$ cat config.mk
export PLATFORM = sky130hd
export DESIGN_NAME = efsd_cell
export DESIGN_NICKNAME = d
export VERILOG_FILES = /design/src/hw/rtl/efsd_pkg.sv /design/src/hw/rtl/efsd_cell.sv
export SDC_FILE = /design/constraint.sdc
export NUM_CORES = 1
export LEC_CHECK = 0
export BUFFER_PORTS_ARGS = -buffer_cell sky130_fd_sc_hd__buf_2
export CAP_MARGIN = 20
export CELL_PAD_IN_SITES_DETAIL_PLACEMENT = 1
export CELL_PAD_IN_SITES_GLOBAL_PLACEMENT = 1
export CORE_UTILIZATION = 30
export DETAILED_ROUTE_END_ITERATION = 10
export PLACE_DENSITY = 0.89
export REMOVE_ABC_BUFFERS = 1
export SKIP_LAST_GASP = 1
export SLEW_MARGIN = 15
export SYNTH_ARGS = -nofsm -noshare
export SYNTH_HDL_FRONTEND = slang
export SYNTH_SLANG_ARGS = --single-unit
$ cat constraint.sdc
create_clock -name aclk -period 1.97 [get_ports aclk]
set_input_delay 0.394 -clock aclk [delete_from_list [all_inputs] [get_ports aclk]]
set_output_delay 0.394 -clock aclk [all_outputs]
set_load 0.1 [all_outputs]
$ cat src/hw/rtl/efsd_pkg.sv
// package: shared types, widths and codes for the earliest-free server dispatch
`default_nettype none
package efsd_pkg;

    localparam int NUM_SERVERS_DEF = 64;
    localparam int TIME_W          = 32;
    localparam int DUR_W           = 16;
    localparam int ACT_W           = 7;
    localparam int OUT_IDX_W       = 6;

    localparam logic [ACT_W-1:0] ACTIVE_RESET = 7'd64;

    // item kinds carried on s_tuser
    localparam logic OP_ASSIGN = 1'b0;
    localparam logic OP_CLEAR  = 1'b1;

    typedef enum logic [1:0] {
        ST_IDLE,
        ST_SCAN,
        ST_UPDATE,
        ST_WAIT
    } efsd_state_t;

    // scan token handed from cell to cell (indices travel beside it)
    typedef struct packed {
        logic              v;
        logic              run_v;
        logic [TIME_W-1:0] best_t;
        logic [TIME_W-1:0] run_t;
    } efsd_tok_t;

    // broadcast command to every cell
    typedef struct packed {
        logic              clr;
        logic              wr;
        logic [TIME_W-1:0] data;
    } efsd_cmd_t;

endpackage
`default_nettype wire

$ cat src/hw/rtl/efsd_cell.sv
// one server cell: holds a finish time and merges it into the passing scan token
`default_nettype none
module efsd_cell #(
    parameter int NUM_SERVERS = efsd_pkg::NUM_SERVERS_DEF,
    parameter int IDX         = 0
) (
    input  wire                                     aclk,
    input  wire                                     aresetn,
    input  wire logic [efsd_pkg::ACT_W-1:0]         active_servers,
    input  wire efsd_pkg::efsd_cmd_t                cmd,
    input  wire logic [((NUM_SERVERS > 1) ? $clog2(NUM_SERVERS) : 1)-1:0] wr_idx,
    input  wire efsd_pkg::efsd_tok_t                tok_in,
    input  wire logic [((NUM_SERVERS > 1) ? $clog2(NUM_SERVERS) : 1)-1:0] best_i_in,
    input  wire logic [((NUM_SERVERS > 1) ? $clog2(NUM_SERVERS) : 1)-1:0] run_i_in,
    output efsd_pkg::efsd_tok_t                     tok_out,
    output logic [((NUM_SERVERS > 1) ? $clog2(NUM_SERVERS) : 1)-1:0]      best_i_out,
    output logic [((NUM_SERVERS > 1) ? $clog2(NUM_SERVERS) : 1)-1:0]      run_i_out
);
    import efsd_pkg::*;

    localparam int IW = (NUM_SERVERS > 1) ? $clog2(NUM_SERVERS) : 1;
    localparam int CW = (IW > ACT_W) ? IW : ACT_W;
    localparam logic [IW-1:0] MY_IDX = IW'(IDX);

    logic [TIME_W-1:0] time_reg;
    efsd_tok_t         tok_reg, tok_next;
    logic [IW-1:0]     best_i_reg, best_i_next;
    logic [IW-1:0]     run_i_reg, run_i_next;
    logic              active;

    // server 0 always takes part, so a zero count acts as one
    assign active = (IDX == 0) || (CW'(IDX) < CW'(active_servers));

    always_ff @(posedge aclk) begin
        if (!aresetn) begin
            time_reg <= '0;
        end else if (cmd.clr) begin
            time_reg <= '0;
        end else if (cmd.wr && (wr_idx == MY_IDX)) begin
            time_reg <= cmd.data;
        end
    end

    // strict compares keep the lowest index on ties, cells are scanned in order
    always_comb begin
        tok_next    = tok_in;
        best_i_next = best_i_in;
        run_i_next  = run_i_in;
        if (IDX == 0) begin
            tok_next.best_t = time_reg;
            tok_next.run_v  = 1'b0;
            best_i_next     = MY_IDX;
        end else if (active) begin
            if (time_reg < tok_in.best_t) begin
                tok_next.run_v  = 1'b1;
                tok_next.run_t  = tok_in.best_t;
                run_i_next      = best_i_in;
                tok_next.best_t = time_reg;
                best_i_next     = MY_IDX;
            end else if (!tok_in.run_v || (time_reg < tok_in.run_t)) begin
                tok_next.run_v = 1'b1;
                tok_next.run_t = time_reg;
                run_i_next     = MY_IDX;
            end
        end
    end

    always_ff @(posedge aclk) begin
        if (!aresetn) begin
            tok_reg.v <= 1'b0;
        end else begin
            tok_reg.v <= tok_next.v;
        end
        tok_reg.run_v  <= tok_next.run_v;
        tok_reg.best_t <= tok_next.best_t;
        tok_reg.run_t  <= tok_next.run_t;
        best_i_reg     <= best_i_next;
        run_i_reg      <= run_i_next;
    end

    assign tok_out    = tok_reg;
    assign best_i_out = best_i_reg;
    assign run_i_out  = run_i_reg;

endmodule
`default_nettype wire

* Yosys cells after proc, flatten, opt, wreduce, memory -nomap -nowiden
Index checks and enable logic that the tools add are counted.
W data, S select, Z words.
** Cells by class
- Bitwise gates (word level) :: 1
- Reductions and logical operators :: 3
** Operator list (number)
- $logic_not A6 Y1 :: 1
- $reduce_or A2 Y1 :: 1
- $logic_and A1 B1 Y1 :: 1
- $not A1 Y1 :: 1
** Word-level totals
- Flip-flop bits (word level) :: 103
- Logic and storage cells :: 9

* Longest topological paths before layout
- Word-level depth :: 2
- Mapped depth :: 5
- Gate-level depth less buffers :: 3

* Worst setup path before layout
No wires, ideal clock.
- Kind :: register to output
- From :: register run_i_reg[0], in the netlist run_i_out[0]
- To :: output run_i_out[0] in the netlist's numbering
- Arrival time :: 0.909 ns
- Data required time :: 1.576 ns
- Slack :: 0.667 ns
- Cell stages (with the launch flop) :: 1
- Buffers on the path :: 0
- Path through :: dfxtp_1
** RTL lines
- start, declared :: RTL line efsd_cell.sv:28 : logic [IW-1:0] run_i_reg, run_i_next;
- start signal, assigned :: RTL line efsd_cell.sv:78 : run_i_reg <= run_i_next;
- end, declared :: RTL line efsd_cell.sv:17 : output logic [((NUM_SERVERS > 1) ? $clog2(NUM_SERVERS) : 1)-1:0] run_i_out
No word-level cell between the ends.

* Worst setup path in the final report
- From :: register tok_reg, in the netlist tok_out[45]
- To :: output tok_out[45] in the netlist's numbering
** RTL lines
- start, declared :: RTL line efsd_cell.sv:26 : efsd_tok_t tok_reg, tok_next;
- end, declared :: RTL line efsd_cell.sv:15 : output efsd_pkg::efsd_tok_t tok_out,
No word-level cell between the ends.

==> summary.md <==
| Metric | Value |
|---|---|
| Post-synth top area share | `75.6%` |
| Max stage delay cell, worst path | `buf_2` |
| Slowest stage delay, CP | `0.43 ns` |
| # DRC | `0` |
| Final Skew | `0.00797 ns` |
| Post-CTS Resized | `0` |
| Grt total ovfl | `0` |
| Setup TNS | `0 ns` |
| Mean Syn Cell Area | `12.0 sq um` |
| HP Class | `in2reg` |
| Run status | `complete, no violations` |
| Placeable Area | `8760 sq um` |
| Max H-tree Level | `3` |
| Total die area | `9480 sq um` |
| Detail Route Antenna Nets | `0` |
| Power per cell area | `between 1000 and 1500 nW/um^2` |
| Area grow syn2layout | `38.2%` |
| Horiz. Die Dim | `97.4 um` |
| F_max | `0.656 GHz` |
| Worst Path Buf+Inv | `1` |
| Number of DRC markers in iteration 0 | `48` |
| Post-Syn Instances | `228` |
| Die Y | `97.4 um` |
| CTS Buffer Depth | `2` |
| Worst-case vdd ir drop | `418 uV` |
| Vias in the first global route | `2127` |
| LEAKAGE | `roughly 1.7 nW` |
| Total track usage | `about 15%` |
| WL per Instance | `13.9 um` |
| Register area share after synthesis | `75.6%` |
| Chain of cells forming the critical path | `buf_2` |
| Critical path type | `reg2out` |
| Worst hold slack | `0.131 ns` |
| Port bufs | `151` |
| Crit path arrival time | `1.13 ns` |
| Post-CTS Setup Bufs | `0` |
| Yosys top cell by area | `dfxtp_1` |
| Setup violations, final | `0` |
| Starting density of the core | `31.1%` |
| Largest net degree at the start of global routing | `65` |
| Wirelength, routed | `6830 um` |
| Share of cells above drive strength 1 | `between 40 and 50%` |
| Hold_buf cts | `0` |
| Root Driver | `clkbuf_8` |
| Synthesized area | `2730 sq um` |
| GPL Wtd Cong | `a little under 0.7` |
| Latest clock arrival within the worst-skew pair | `0.35 ns` |
| Clk sinks | `103` |
| Final hold vios | `0` |
| Vias | `~2200` |
| Pre-CTS WS | `0.357 ns` |
| Cell Rows | `34` |
| Wire length of the first global-routing pass | `around 11000 um` |
| CTS Buf Count | `9` |
| CP Capture Type | `primary output` |
| Final WS setup | `0.447 ns` |
| WP data required | `1.58 ns` |
| CP max FO | `1` |
| Slew Limit Fails | `0` |
| Critical Path Source Type | `flip-flop` |
| Core Util, Final | `43.0%` |
| CTS clock-pin slew for the worst setup and hold paths | `around 0.10 ns` |
| CTS tree | `built` |
| Max-cap viol count | `0` |
| Warnings, synthesis | `0` |
| Via density | `4.52` |
| Synth Register Bits | `~100` |
| Max FFs per register | `65` |
| Drt pass-1 iters | `3` |
| Crit path max-delay family | `buffers and inverters` |
| Synth cell types | `13` |
| IO Pins | `205` |
| Top post-synthesis cells by area | `dfxtp_1 (76%), nand4_1 (7.3%), nand2_1 (4.4%)` |
| Final Cycle Share | `77.3%` |
| Nets | `506` |
| Hpwl dp | `5030 um` |
| RSZ-0062 raised after global routing | `no` |
| N_diodes | `0` |
| Tmin final | `about 1.5 ns` |
| Initial antenna violation count | `0` |
cell type report:
| cell class | instances | area, sq um |
|---|---|---|
| flip-flops and latches | 103 | 2060 |
| repair buffers | 157 | 813 |
| clock buffers | 9 | 124 |
| clock inverters | 7 | 65.1 |
| multi-input cells | 108 | 573 |
| fillers | 1007 | 4990 |
| well taps | 108 | 135 |
synth_stat cells (all sizes together):
| cell type | instances |
|---|---|
| nand2 | 32 |
| conb | 1 |
| nor4 | 1 |
| clkbuf | 8 |
| nand4 | 32 |
| buf | 15 |
| dfxtp | 103 |
| nor2b | 1 |
| nor3b | 1 |
| and2 | 2 |
| o21ai | 32 |
path summary, 6_finish.rpt:
path                start            to  slack (ns)  cells after the start
max           tok_out[45]   tok_out[45]        0.45                      1
max reg2reg  time_reg[25]  time_reg[25]        1.29                      2
min reg2reg  time_reg[24]   tok_out[56]        0.36                      0
min            tok_in[23]   tok_out[23]        0.13                      1
cells by family after synthesis:
logic type | after synthesis | share of synthesized area [%]
flip-flops | 103 | 75.6
AO/OA/AOI/OAI | 32 | 5.87
other | 1 | 0.137
AND/OR/NAND/NOR | 69 | 13.7
buffers and inverters | 23 | 4.77
placed cells by master (no fill, tap or decap):
cell,Yosys,layout
clkinv_4,0,1
o21ai_1,10,10
dfxtp_1,103,103
inv_8,0,3
clkinvlp_4,0,3
o21ai_0,22,22
conb_1,1,7
nand4_1,32,32
nand2_1,32,32
nor3b_4,0,1
buf_12,0,1
buf_4,10,5
clkbuf_8,0,9
nor2b_4,0,1
buf_2,5,151
nor4_4,1,1
and2_1,2,2
metal layers:
layer | global-route usage, % | wire (um)
met1 | 15.9 | 2680
met2 | 25.4 | 3450
met3 | 6.91 | 631
met4 | 4.07 | 62
met5 | 0 | 0
where the power goes:
group / leakage [nW] / total [W] / switching [W] / internal, W
clock network: 0.0874 / 0.00124 / 0.000755 / 0.000488
registers: 0.844 / 0.00213 / 0.00000976 / 0.00212
logic: 0.812 / 0.000550 / 0.000453 / 0.0000969
total: 1.74 / 0.00393 / 0.00122 / 0.00271
per-stage QoR:
| step | power, W | cells | area [sq um] |
|---|---|---|---|
| finish | 0.00393 | 492 | 3770 |
| CTS | 0.00398 | 492 | 3770 |
| global route | 0.00412 | 492 | 3770 |
| global placement | 0.00273 | 476 | 3580 |
| floorplan | 0.00259 | 211 | 2620 |
| detailed placement | 0.00274 | 476 | 3580 |
Power figures use the tool's default switching activity.
